File: config.mk
export PLATFORM = sky130hd
export DESIGN_NAME = slip_deframer_with_checksum
export DESIGN_NICKNAME = d
export VERILOG_FILES = /design/src/hw/rtl/sdf_pkg.sv /design/src/hw/rtl/sdf_front.sv /design/src/hw/rtl/sdf_queue.sv /design/src/hw/rtl/sdf_back.sv /design/src/hw/rtl/slip_deframer_with_checksum.sv
export SDC_FILE = /design/constraint.sdc
export NUM_CORES = 1
export LEC_CHECK = 0
export ABC_AREA = 1
export BUFFER_PORTS_ARGS = -buffer_cell sky130_fd_sc_hd__clkbuf_2
export CORE_ASPECT_RATIO = 1.75
export CORE_UTILIZATION = 45
export DETAILED_ROUTE_END_ITERATION = 8
export HOLD_SLACK_MARGIN = 0.06
export PLACE_DENSITY = 0.7
export SYNTH_ARGS = -nofsm -noshare
export SYNTH_HDL_FRONTEND = slang
export SYNTH_SLANG_ARGS = --single-unit
File: constraint.sdc
create_clock -name clock -period 3.7 [get_ports clock]
set_input_delay 0.555 -clock clock [delete_from_list [all_inputs] [get_ports clock]]
set_output_delay 0.555 -clock clock [all_outputs]
set_load 0.1 [all_outputs]
File: src/hw/rtl/sdf_pkg.sv
// ----------------------------------------------------------------------------
// sdf_pkg
// Types and constants shared by the SLIP deframer front end, replay back end,
// top level and the port checker.
// ----------------------------------------------------------------------------
package sdf_pkg;

   // register reset values
   localparam logic [7:0] RST_DELIMITER     = 8'd192;
   localparam logic [7:0] RST_ESCAPE        = 8'd219;
   localparam logic [7:0] RST_ESC_DELIMITER = 8'd220;
   localparam logic [7:0] RST_ESC_ESCAPE    = 8'd221;

   typedef enum logic [1:0] {
      CSR_DELIMITER     = 2'd0,
      CSR_ESCAPE        = 2'd1,
      CSR_ESC_DELIMITER = 2'd2,
      CSR_ESC_ESCAPE    = 2'd3
   } csr_index_type;

   typedef enum logic [1:0] {
      STATUS_PAYLOAD  = 2'd0,
      STATUS_EMPTY    = 2'd1,
      STATUS_CSUM_ERR = 2'd2,
      STATUS_OVERFLOW = 2'd3
   } status_type;

   // work handed from the front end to the back end
   typedef enum logic [2:0] {
      CMD_STORE    = 3'd0,
      CMD_CSUM_ERR = 3'd1,
      CMD_OVERFLOW = 3'd2,
      CMD_EMPTY    = 3'd3,
      CMD_REPLAY   = 3'd4
   } cmd_kind_type;

   typedef struct packed {
      cmd_kind_type kind;
      logic [7:0]   value;
      logic [7:0]   sender;
      logic [7:0]   receiver;
   } cmd_type;

endpackage

File: src/hw/rtl/sdf_front.sv
// ----------------------------------------------------------------------------
// sdf_front
// Control registers and the deframing state machine. Classifies each request
// byte and pushes store, overflow, check-result and replay commands to the queue.
// ----------------------------------------------------------------------------
module sdf_front
   import sdf_pkg::*;
#(
   parameter int MAX_STORED_BYTES = 64,
   localparam int CW = $clog2(MAX_STORED_BYTES + 1)
) (
   input  logic          clock,
   input  logic          reset,
   input  logic          csr_valid,
   output logic          csr_ready,
   input  logic [1:0]    csr_index,
   input  logic [7:0]    csr_data,
   input  logic          req_valid,
   output logic          req_stall,
   input  logic [7:0]    req_rx_byte,
   output logic          cmd_push,
   output cmd_type       cmd,
   output logic [CW-1:0] cmd_pos,
   input  logic          cmd_full
);

   typedef enum logic [2:0] {
      FS_WAIT = 3'b001,
      FS_MSG  = 3'b010,
      FS_ESC  = 3'b100
   } frame_state_type;

   frame_state_type state_ff, state_in;
   logic [CW-1:0]   count_ff, count_in;
   logic [7:0]      sum_ff, sum_in;
   // last three stored bytes: checksum, receiver, sender
   logic [7:0]      last0_ff, last0_in, last1_ff, last1_in, last2_ff, last2_in;
   logic [7:0]      delim_ff, esc_ff, esc_delim_ff, esc_esc_ff;

   logic            accept;
   logic            do_store;
   logic [7:0]      store_val;

   assign csr_ready = 1'b1;
   assign req_stall = cmd_full;
   assign accept    = req_valid && !cmd_full;

   always_ff @(posedge clock) begin
      if (reset) begin
         delim_ff     <= RST_DELIMITER;
         esc_ff       <= RST_ESCAPE;
         esc_delim_ff <= RST_ESC_DELIMITER;
         esc_esc_ff   <= RST_ESC_ESCAPE;
      end else if (csr_valid) begin
         unique case (csr_index_type'(csr_index))
            CSR_DELIMITER:     delim_ff     <= csr_data;
            CSR_ESCAPE:        esc_ff       <= csr_data;
            CSR_ESC_DELIMITER: esc_delim_ff <= csr_data;
            CSR_ESC_ESCAPE:    esc_esc_ff   <= csr_data;
            default: ;
         endcase
      end
   end

   always_comb begin
      state_in  = state_ff;
      count_in  = count_ff;
      sum_in    = sum_ff;
      last0_in  = last0_ff;
      last1_in  = last1_ff;
      last2_in  = last2_ff;
      do_store  = 1'b0;
      store_val = req_rx_byte;
      cmd_push  = 1'b0;
      cmd       = '{kind: CMD_STORE, value: 8'd0, sender: 8'd0, receiver: 8'd0};
      cmd_pos   = '0;

      if (accept) begin
         unique case (state_ff)
            FS_MSG: begin
               if (req_rx_byte == esc_ff) begin
                  state_in = FS_ESC;
               end else if (req_rx_byte == delim_ff) begin
                  // closing delimiter also opens the next frame
                  if (count_ff > CW'(2)) begin
                     cmd_push     = 1'b1;
                     cmd.sender   = last2_ff;
                     cmd.receiver = last1_ff;
                     if (8'(sum_ff - last0_ff) != last0_ff) begin
                        cmd.kind     = CMD_CSUM_ERR;
                        cmd.sender   = 8'd0;
                        cmd.receiver = 8'd0;
                     end else if (count_ff == CW'(3)) begin
                        cmd.kind = CMD_EMPTY;
                     end else begin
                        cmd.kind = CMD_REPLAY;
                        cmd_pos  = count_ff - CW'(4);   // index of last payload byte
                     end
                  end
                  count_in = '0;
                  sum_in   = 8'd0;
               end else begin
                  do_store = 1'b1;
               end
            end
            FS_ESC: begin
               if (req_rx_byte == esc_delim_ff) begin
                  do_store  = 1'b1;
                  store_val = delim_ff;
               end else if (req_rx_byte == esc_esc_ff) begin
                  do_store  = 1'b1;
                  store_val = esc_ff;
               end else begin
                  count_in = '0;
                  sum_in   = 8'd0;
                  state_in = FS_WAIT;
               end
            end
            default: begin
               if (req_rx_byte == delim_ff) begin
                  count_in = '0;
                  sum_in   = 8'd0;
                  state_in = FS_MSG;
               end else begin
                  state_in = FS_WAIT;
               end
            end
         endcase

         if (do_store) begin
            cmd_push = 1'b1;
            if (count_ff < CW'(MAX_STORED_BYTES)) begin
               cmd.kind  = CMD_STORE;
               cmd.value = store_val;
               cmd_pos   = count_ff;
               count_in  = count_ff + CW'(1);
               sum_in    = sum_ff + store_val;
               last0_in  = store_val;
               last1_in  = last0_ff;
               last2_in  = last1_ff;
               state_in  = FS_MSG;
            end else begin
               cmd.kind = CMD_OVERFLOW;
               count_in = '0;
               sum_in   = 8'd0;
               state_in = FS_WAIT;
            end
         end
      end
   end

   always_ff @(posedge clock) begin
      if (reset) begin
         state_ff <= FS_WAIT;
         count_ff <= '0;
         sum_ff   <= 8'd0;
      end else begin
         state_ff <= state_in;
         count_ff <= count_in;
         sum_ff   <= sum_in;
      end
   end

   always_ff @(posedge clock) begin
      last0_ff <= last0_in;
      last1_ff <= last1_in;
      last2_ff <= last2_in;
   end

endmodule

File: src/hw/rtl/sdf_queue.sv
// ----------------------------------------------------------------------------
// sdf_queue
// Small first-in first-out queue of commands between front and back end.
// ----------------------------------------------------------------------------
module sdf_queue #(
   parameter int WIDTH = 8,
   parameter int DEPTH = 4
) (
   input  logic             clock,
   input  logic             reset,
   input  logic             push,
   input  logic [WIDTH-1:0] push_data,
   output logic             full,
   input  logic             pop,
   output logic [WIDTH-1:0] pop_data,
   output logic             empty
);

   localparam int PW = $clog2(DEPTH);
   localparam int NW = $clog2(DEPTH + 1);

   logic [WIDTH-1:0] entry_ff [DEPTH];
   logic [PW-1:0]    wr_ptr_ff, rd_ptr_ff;
   logic [NW-1:0]    fill_ff;
   logic             do_push, do_pop;

   assign full     = (fill_ff == NW'(DEPTH));
   assign empty    = (fill_ff == '0);
   assign do_push  = push && !full;
   assign do_pop   = pop && !empty;
   assign pop_data = entry_ff[rd_ptr_ff];

   always_ff @(posedge clock) begin
      if (do_push) begin
         entry_ff[wr_ptr_ff] <= push_data;
      end
   end

   always_ff @(posedge clock) begin
      if (reset) begin
         wr_ptr_ff <= '0;
         rd_ptr_ff <= '0;
         fill_ff   <= '0;
      end else begin
         if (do_push) begin
            wr_ptr_ff <= (wr_ptr_ff == PW'(DEPTH - 1)) ? '0 : wr_ptr_ff + PW'(1);
         end
         if (do_pop) begin
            rd_ptr_ff <= (rd_ptr_ff == PW'(DEPTH - 1)) ? '0 : rd_ptr_ff + PW'(1);
         end
         case ({do_push, do_pop})
            2'b10:   fill_ff <= fill_ff + NW'(1);
            2'b01:   fill_ff <= fill_ff - NW'(1);
            default: fill_ff <= fill_ff;
         endcase
      end
   end

endmodule

File: src/hw/rtl/sdf_back.sv
// ----------------------------------------------------------------------------
// sdf_back
// Byte store and replay sequencer. Writes stored bytes, replays accepted
// frames one payload byte at a time and drives the registered response.
// ----------------------------------------------------------------------------
module sdf_back
   import sdf_pkg::*;
#(
   parameter int MAX_STORED_BYTES = 64,
   localparam int CW = $clog2(MAX_STORED_BYTES + 1),
   localparam int AW = $clog2(MAX_STORED_BYTES)
) (
   input  logic          clock,
   input  logic          reset,
   input  logic          cmd_empty,
   output logic          cmd_pop,
   input  cmd_type       cmd,
   input  logic [CW-1:0] cmd_pos,
   output logic          rsp_valid,
   input  logic          rsp_stall,
   output logic [1:0]    rsp_status,
   output logic [7:0]    rsp_data_byte,
   output logic [7:0]    rsp_sender_address,
   output logic [7:0]    rsp_receiver_address,
   output logic          rsp_last_of_frame
);

   typedef enum logic [2:0] {
      BS_IDLE  = 3'b001,
      BS_FETCH = 3'b010,
      BS_EMIT  = 3'b100
   } back_state_type;

   back_state_type state_ff, state_in;
   logic [AW-1:0]  idx_ff, idx_in;
   logic [AW-1:0]  last_idx_ff, last_idx_in;
   logic [7:0]     snd_ff, snd_in, rcv_ff, rcv_in;
   logic [7:0]     store_mem [MAX_STORED_BYTES];
   logic [7:0]     rd_data_ff;
   logic           store_we;

   logic           out_free;
   logic           load;
   status_type     ld_status;
   logic [7:0]     ld_data, ld_snd, ld_rcv;
   logic           ld_last;

   logic           rsp_valid_ff, rsp_valid_in;
   status_type     rsp_status_ff;
   logic [7:0]     rsp_data_ff, rsp_snd_ff, rsp_rcv_ff;
   logic           rsp_last_ff;

   assign out_free = !rsp_valid_ff || !rsp_stall;

   always_comb begin
      state_in    = state_ff;
      idx_in      = idx_ff;
      last_idx_in = last_idx_ff;
      snd_in      = snd_ff;
      rcv_in      = rcv_ff;
      cmd_pop     = 1'b0;
      store_we    = 1'b0;
      load        = 1'b0;
      ld_status   = STATUS_PAYLOAD;
      ld_data     = 8'd0;
      ld_snd      = 8'd0;
      ld_rcv      = 8'd0;
      ld_last     = 1'b1;

      unique case (state_ff)
         BS_IDLE: begin
            if (!cmd_empty) begin
               unique case (cmd.kind) inside
                  CMD_STORE: begin
                     cmd_pop  = 1'b1;
                     store_we = 1'b1;
                  end
                  CMD_CSUM_ERR, CMD_OVERFLOW: begin
                     if (out_free) begin
                        cmd_pop   = 1'b1;
                        load      = 1'b1;
                        ld_status = (cmd.kind == CMD_OVERFLOW) ? STATUS_OVERFLOW
                                                               : STATUS_CSUM_ERR;
                     end
                  end
                  CMD_EMPTY: begin
                     if (out_free) begin
                        cmd_pop   = 1'b1;
                        load      = 1'b1;
                        ld_status = STATUS_EMPTY;
                        ld_snd    = cmd.sender;
                        ld_rcv    = cmd.receiver;
                     end
                  end
                  CMD_REPLAY: begin
                     cmd_pop     = 1'b1;
                     idx_in      = '0;
                     last_idx_in = cmd_pos[AW-1:0];
                     snd_in      = cmd.sender;
                     rcv_in      = cmd.receiver;
                     state_in    = BS_FETCH;
                  end
                  default: cmd_pop = 1'b1;
               endcase
            end
         end
         BS_FETCH: state_in = BS_EMIT;   // store read in flight
         BS_EMIT: begin
            if (out_free) begin
               load      = 1'b1;
               ld_status = STATUS_PAYLOAD;
               ld_data   = rd_data_ff;
               ld_snd    = snd_ff;
               ld_rcv    = rcv_ff;
               ld_last   = (idx_ff == last_idx_ff);
               if (idx_ff == last_idx_ff) begin
                  state_in = BS_IDLE;
               end else begin
                  idx_in   = idx_ff + AW'(1);
                  state_in = BS_FETCH;
               end
            end
         end
         default: state_in = BS_IDLE;
      endcase
   end

   always_ff @(posedge clock) begin
      if (store_we) begin
         store_mem[cmd_pos[AW-1:0]] <= cmd.value;
      end
      rd_data_ff <= store_mem[idx_ff];
   end

   assign rsp_valid_in = load ? 1'b1 : (rsp_valid_ff && rsp_stall);

   always_ff @(posedge clock) begin
      if (reset) begin
         state_ff     <= BS_IDLE;
         rsp_valid_ff <= 1'b0;
      end else begin
         state_ff     <= state_in;
         rsp_valid_ff <= rsp_valid_in;
      end
   end

   always_ff @(posedge clock) begin
      idx_ff      <= idx_in;
      last_idx_ff <= last_idx_in;
      snd_ff      <= snd_in;
      rcv_ff      <= rcv_in;
      if (load) begin
         rsp_status_ff <= ld_status;
         rsp_data_ff   <= ld_data;
         rsp_snd_ff    <= ld_snd;
         rsp_rcv_ff    <= ld_rcv;
         rsp_last_ff   <= ld_last;
      end
   end

   assign rsp_valid            = rsp_valid_ff;
   assign rsp_status           = rsp_status_ff;
   assign rsp_data_byte        = rsp_data_ff;
   assign rsp_sender_address   = rsp_snd_ff;
   assign rsp_receiver_address = rsp_rcv_ff;
   assign rsp_last_of_frame    = rsp_last_ff;

endmodule

File: src/hw/rtl/slip_deframer_with_checksum.sv
// ----------------------------------------------------------------------------
// slip_deframer_with_checksum
// SLIP deframer with an additive mod-256 checksum check and frame replay.
// ----------------------------------------------------------------------------
// Usage:
//  req_*  : one received serial byte per request (valid/stall).
//  rsp_*  : one result per payload byte of an accepted frame, or a single
//           empty-frame, checksum-error or overflow result; rsp_last_of_frame
//           marks the final result of a run (valid/stall).
//  csr_*  : register writes, index 0..3 = delimiter, escape, escaped
//           delimiter, escaped escape. csr_ready is always high.
//  A request byte is classified in the cycle it is accepted; a command goes
//  into a 4-entry queue and the back end picks it up from there when it is
//  free. Plain bytes are taken every cycle while the queue has room. A
//  replay reads the byte store through a registered port, stepping through
//  a fetch and an emit state for each payload byte; req_stall rises only
//  when the command queue is full.
//  Reset clears the frame state, counters, queue and response valid flag and
//  loads the standard SLIP codes; the byte store needs no clearing.
//  While rsp_stall is high a valid result holds and no new result is loaded over it.
// ----------------------------------------------------------------------------
module slip_deframer_with_checksum
   import sdf_pkg::*;
#(
   parameter int MAX_STORED_BYTES = 64
) (
   input  logic       clock,
   input  logic       reset,
   input  logic       csr_valid,
   output logic       csr_ready,
   input  logic [1:0] csr_index,
   input  logic [7:0] csr_data,
   input  logic       req_valid,
   output logic       req_stall,
   input  logic [7:0] req_rx_byte,
   output logic       rsp_valid,
   input  logic       rsp_stall,
   output logic [1:0] rsp_status,
   output logic [7:0] rsp_data_byte,
   output logic [7:0] rsp_sender_address,
   output logic [7:0] rsp_receiver_address,
   output logic       rsp_last_of_frame
);

   localparam int CW = $clog2(MAX_STORED_BYTES + 1);
   localparam int QW = $bits(cmd_type) + CW;

   logic          push, full, pop, empty;
   cmd_type       push_cmd, pop_cmd;
   logic [CW-1:0] push_pos, pop_pos;
   logic [QW-1:0] pop_word;

   sdf_front #(.MAX_STORED_BYTES(MAX_STORED_BYTES)) u_front (
      .clock       (clock),
      .reset       (reset),
      .csr_valid   (csr_valid),
      .csr_ready   (csr_ready),
      .csr_index   (csr_index),
      .csr_data    (csr_data),
      .req_valid   (req_valid),
      .req_stall   (req_stall),
      .req_rx_byte (req_rx_byte),
      .cmd_push    (push),
      .cmd         (push_cmd),
      .cmd_pos     (push_pos),
      .cmd_full    (full)
   );

   sdf_queue #(.WIDTH(QW), .DEPTH(4)) u_queue (
      .clock     (clock),
      .reset     (reset),
      .push      (push),
      .push_data ({push_cmd, push_pos}),
      .full      (full),
      .pop       (pop),
      .pop_data  (pop_word),
      .empty     (empty)
   );

   assign pop_cmd = cmd_type'(pop_word[QW-1:CW]);
   assign pop_pos = pop_word[CW-1:0];

   sdf_back #(.MAX_STORED_BYTES(MAX_STORED_BYTES)) u_back (
      .clock                (clock),
      .reset                (reset),
      .cmd_empty            (empty),
      .cmd_pop              (pop),
      .cmd                  (pop_cmd),
      .cmd_pos              (pop_pos),
      .rsp_valid            (rsp_valid),
      .rsp_stall            (rsp_stall),
      .rsp_status           (rsp_status),
      .rsp_data_byte        (rsp_data_byte),
      .rsp_sender_address   (rsp_sender_address),
      .rsp_receiver_address (rsp_receiver_address),
      .rsp_last_of_frame    (rsp_last_of_frame)
   );

endmodule

# Word-level counts from Yosys, hierarchy flattened
# Memory sizes are Yosys's and may differ from the RTL's. A register that Yosys moved wholly into a read port is not among the register bits.
# Cells that the tools add are included.
[classes]
n_addsub = 9
order_cmp = 2
n_eq_ne = 32
muxes = 105
n_bitwise = 2
n_reduce_logical = 28
[op_table]
columns = ["operator", "count"]
rows = [
  ["8-bit 2-to-1 mux", 19],
  ["7-bit 2-to-1 mux", 15],
  ["16-bit 2-to-1 mux", 5],
  ["8-bit one-hot mux with 2 select lines", 3],
  ["3-bit 2-to-1 mux", 13],
  ["8-bit == test", 4],
  ["1-bit 2-to-1 mux", 27],
  ["27-bit 2-to-1 mux", 1],
  ["6-bit 2-to-1 mux", 4],
  ["2-bit 2-to-1 mux", 9],
  ["7-bit one-hot mux with 2 select lines", 1],
  ["3-bit by 2-bit == test with 1-bit output, second input constant", 4],
  ["3-bit == test, second input constant", 4],
  ["3-bit one-hot mux with 2 select lines", 2],
  ["6-bit one-hot mux with 2 select lines", 1],
  ["11-bit 2-to-1 mux", 1],
  ["2-bit == test, second input constant", 5],
  ["2-bit AND reduction", 5],
  ["3-bit != test, second input constant", 3],
  ["3-bit one-hot mux with 3 select lines", 1],
  ["3-bit AND reduction", 3],
  ["8-bit adder", 1],
  ["8-bit != test", 1],
  ["4-bit AND reduction", 2],
  ["other kinds (28)", 44],
]
[word_totals]
register_bits = 140
ramBits = 648
input_bits = 23
word_cells = 204
memories = 2
[memory_table]
columns = ["memory", "depth", "width", "rd", "rd_ports_with_merged_regs", "write_ports", "line", "text"]
rows = [
  ["u_back.store_mem", 64, 8, 1, 1, 1, "sdf_back.sv:38", "logic [7:0] store_mem [MAX_STORED_BYTES];"],
  ["u_queue.entry_ff", 4, 34, 1, 1, 1, "sdf_queue.sv:22", "logic [WIDTH-1:0] entry_ff [DEPTH];"],
]

# Logic depth before layout (Yosys ltp)
[logic_depth]
ltp_word = 10
mapped_depth = 20

# Cells and area by module
# A second synthesis with hierarchy kept.
[unflattened]
hier_cells = 3333
hier_area_um2 = 35117.4
[modules_own_cells]
columns = ["mod", "n_inst", "cells_per_inst", "area_per_inst_um2"]
rows = [
  ["sdf_back", 1, 2271, 24557.3],
  ["sdf_queue", 1, 400, 5755.5],
  ["sdf_front", 1, 662, 4804.6],
]

# Least setup slack after synthesis
# Ideal clock, no wire load.
[synth_timing]
path_kind = "register to register"
from = "register (tool-made name)"
to = "memory u_back.store_mem[0][6], data pin"
setup_time_ns = 0.552
arrival_ns = 3.133
path_slack_ns = 0.014
stages_incl_launch_ff = 8
n_path_buf = 4
synth_period_minus_slack_ns = 3.686
cell_sequence = "dfxtp_1 inv_2 buf_2 clkbuf_1 buf_2 clkbuf_1 o21ai_0 o22ai_1"
[synth_lines]
columns = ["element", "line"]
rows = [
  ["end: declaration", "sdf_back.sv:38"],
]

==> implementation parameters <==
Parameter                              Value

Status
  Status ... finished, final reports clean

Finish
  Leading cell type in the layout, fill and taps excluded ... edfxtp_1
  Filler-free cell count of the finished design ... 3730
  Commonest cells after routing, fill and taps aside ... edfxtp_1 (723), nor2_1 (429), o21ai_0 (339)
  Post-layout net count ... 2801
  Ant. Diodes ... 0
  Area growth from synthesis to layout ... 12.68%
  Share of cells above drive strength 1 ... between 10% and 20%
  Layout Utilization ... 51.21%

Die
  Die ar. ... around 73000 µm²
  Row Count ... 130
  Die span in y ... 357.7 µm
  Effective utilization at floorplan ... about 45%
  Horizontal extent of the die ... 205.2 µm
  Count of boundary I/O pins ... 53
  Area of the placeable core ... 71570 µm²

Worst setup path
  Class of the most critical setup path ... flop to flop
  Capturing point of the worst reg2reg path ... u_queue.entry_ff[2][18]
  Maximum cell stage delay along the critical path ... approximately 0.56 ns
  Sort of element at the start of the critical path ... flop
  Worst endpoint required time ... 4.03 ns
  Worst R2R Start ... u_front.last0_ff[0]
  Worst path cell trace ... ha_1 > fa_1 > nand3b_1 > nand2_1 > xor2_1 > xor2_1 > nand2_1 > nor3_2 > inv_2 > nor3b_1
  Number of cells on the critical path ... 10
  Register-to-Register Path Depth ... 10
  Slowest-stage cell, CP ... nor3b_1
  Crit path DAT ... around 3.5 ns
  Critical path capture point type ... flop
  Gate family responsible for the most delay along the worst path ... simple AND/OR/NAND/NOR gates
  Max Fanout on Critical Path ... 16
  Worst setup path endpoint ... u_queue.entry_ff[2][18]
  Startpoint of the most critical setup path ... u_front.last0_ff[0]
  Crit path buffers/inverters ... 1
  R2R Setup Slk ... roughly 0.49 ns

CTS
  Number of gates resized after CTS ... 0
  Post-CTS setup buffer count ... 0
  Clock tree from TritonCTS ... built
  Clock buffer depth ... 3
  Total number of clock tree sinks ... 794
  Total of hold buffers inserted after clock tree synthesis ... 0
  Root cell of the clock tree ... clkbuf_16
  Number of buffers created by CTS ... about 70
  Clock slew at the register clock pins of the worst setup and hold paths ... 0.07 ns
  CTS H-Tree Depth ... 3
  Clock latency on the worst-skew pair ... 0.63 ns

Pwr
  Pint ... ~0.017 W
  Switching share of total power ... 35.85%
  Switching power ... approximately 0.0095 W
  Sequential share of power ... 41.4%
  Clock network power share ... 28.5%
  Pleak ... 12.23 nW
  Worst vdd rail ir drop ... around 0.41 mV
  Power per cell area ... just over 700 nW/µm²
  Combinational Power Share ... ~30%

Global route
  Vias in the first global route ... 21190
  Global-route wire length before repair ... 123000 µm
  Aggregate global-route resource usage ... 22.23%
  Pin count of the biggest net entering global routing ... 202
  Global route total overflow ... 0
  Number of antenna violations at the first check in global routing ... 0

Synth
  Most common flop cell mapped by yosys ... edfxtp_1
  Net count of the mapped netlist ... around 2700
  Count of flip-flops with a built-in enable after synthesis ... 723
  Netlist Area Pre-Place ... between 30000 and 40000 µm²
  Number of standard cells after synthesis ... 2678
  Count of cell types in the netlist ... 53
  Seq/Total Area, Yosys ... 71.12%
  Synth Area per Inst ... 12.15 µm²
  Synth async-reset ratio ... 0%
  Warnings from Yosys ... 0
  Register bit total from synthesis ... 794

Detailed routing
  WL final ... around 81000 µm
  Vias per cell ... approximately 5.7
  Met1 WL ... 28600 µm
  Via total after detailed routing ... 21180
  Detailed-routed wire length on met2 ... 43670 µm
  Remaining design rule violation count ... 0
  1st-pass router iterations ... 6
  Number of design-rule violations left by the first detailed-router iteration ... 1668
  Highest layer used for signal routing ... met4
  Detail-routed net length per standard cell ... about 22 µm
  Met3 wire length ... 4151 µm
  Remaining number of nets flagged by the antenna check after routing ... 0

STA
  Worst-case hold slack ... 0.2192 ns
  Worst relative slew slack ... 21.25%
  Final hold violation count ... 0
  Clock period minus worst slack ... between 3 and 4 ns
  Final Slew Violations ... 0
  Final-report setup violation count ... 0
  Clock tree skew after final layout ... 0.03106 ns
  Fin Setup TNS ... 0 ns
  Slew at the pin closest to its max-slew limit ... 1.180 ns
  Setup repair after global routing missed its margin ... no
  Fin crit share ... 86.72%
  Max Clk Rate ... 311.7 MHz

Place
  Number of I/O port buffers ... roughly 50
  Cell count after placement ... roughly 3600
  Final estimated routing congestion in global placement ... slightly above 0.9
  Hpwl dp ... 52030 µm

Worst hold path
  Worst hold path depth ... 3
  Type of the most critical hold path ... input pin to flop

Job
  Max-cap violations ... 0
-- Yosys cell counts, types with 3 or more instances --
master / instances / area [µm²]
nor2_2: 3 / 18.77
a31oi_1: 3 / 18.77
nor2_1: 435 / 1633
fa_1: 3 / 60.06
xnor2_1: 22 / 192.7
inv_1: 125 / 469.2
buf_6: 3 / 33.78
o21ai_1: 8 / 40.04
clkbuf_1: 103 / 386.6
buf_1: 9 / 33.78
clkinv_1: 3 / 11.26
o21ai_0: 339 / 1697
nand4_2: 3 / 37.54
dfxtp_1: 71 / 1421
buf_4: 5 / 37.54
a21oi_1: 68 / 340.3
nand3_1: 93 / 465.5
nor3_2: 4 / 40.04
o211ai_1: 21 / 157.7
inv_2: 7 / 26.28
o221ai_1: 53 / 464.2
edfxtp_1: 723 / 21710
a32o_1: 16 / 160.2
nand4_1: 34 / 212.7
nand2_2: 3 / 18.77
nor3b_1: 19 / 142.6
xor2_1: 10 / 87.58
o22ai_1: 101 / 631.9
a32oi_1: 3 / 26.28
nor3_1: 11 / 55.05
nand2_4: 3 / 33.78
nand3b_1: 3 / 22.52
ha_1: 25 / 312.8
buf_2: 30 / 150.1
or2_2: 3 / 18.77
o21a_1: 9 / 67.56
nand2_1: 282 / 1059
-- flip-flops by register name, summed over array words and instances (netlist names), 7 cells and up, named ones only --
signal	cells
u_front.sum_ff	8
u_front.last2_ff	8
u_back.rd_data_ff	8
u_back.rcv_ff	8
u_back.rsp_data_byte	8
u_queue.entry_ff	132
u_back.rsp_receiver_address	8
u_front.esc_delim_ff	8
u_back.rsp_sender_address	8
u_front.last1_ff	8
u_front.delim_ff	8
u_front.esc_esc_ff	8
u_front.last0_ff	8
u_front.esc_ff	8
u_front.count_ff	7
u_back.snd_ff	8
u_back.store_mem	512
-- through the flow --
stage / area [µm²] / power, W / setup slack [ns]
after floorplan: 32530 / 0.01618 / 0.01432
after global placement: 34290 / 0.01885 / 0.2865
after detailed placement: 34290 / 0.01908 / 0.2304
after CTS: 36650 / 0.02657 / 0.5078
after global routing: 36650 / 0.02753 / 0.2415
final: 36650 / 0.02649 / 0.4914
-- worst reg2reg max path: stages, from the launching register on --
cell and delay, ns:
edfxtp_1 0.43, ha_1 0.25, fa_1 0.41, nand3b_1 0.18, nand2_1 0.12, xor2_1 0.19
xor2_1 0.16, nand2_1 0.10, nor3_2 0.31, inv_2 0.22, nor3b_1 0.56
-- layout make-up --
cell class / count / area (µm²)
fill: 6046 / 34920
timing repair buffer: 149 / 1116
clock inverter: 43 / 461.7
inverter: 136 / 518.0
multi-input combinational: 1598 / 8371
tap: 924 / 1156
clock buffer: 86 / 1897
sequential: 794 / 23130
-- cells by family after synthesis --
family	count (synthesis)	synth area share [%]
buf+inv	286	3.550
fa+ha+maj	28	1.146
flops	794	71.12
compound gates	631	11.42
xor+xnor	32	0.8616
simple gates	906	11.89
other cells	1	0.01153
-- routing by layer --
metal / track usage (%) / vias up
met4: 13.02 / 0
met3: 2.899 / 197
met1: 24.07 / 10340
met2: 41.04 / 779
met5: 0 / -
li1: - / 9863
-- power by group through the flow --
stage	registers, W	clock network, W	logic (W)
2_1_floorplan	0.0116	0	0.00455
3_3_place_gp	0.0111	0	0.00771
3_5_place_dp	0.0112	0	0.00792
4_1_cts	0.0110	0.00765	0.00795
5_1_grt	0.0110	0.00794	0.00859
6_report	0.0110	0.00755	0.00797
-- how the worst min path moves through the flow --
stage	startpoint	end	slack [ns]
6_report	csr_data[3]	u_front.esc_delim_ff[3]	0.22
5_1_grt	csr_data[2]	u_front.esc_delim_ff[2]	0.20
4_1_cts	csr_data[2]	u_front.esc_delim_ff[2]	0.18
3_5_place_dp	u_front.last0_ff[7]	u_front.last1_ff[7]	0.41
3_3_place_gp	u_front.last0_ff[7]	u_front.last1_ff[7]	0.41
2_1_floorplan	u_front.last0_ff[7]	u_front.last1_ff[7]	0.40
No activity file was read; power rests on OpenSTA's default activity.
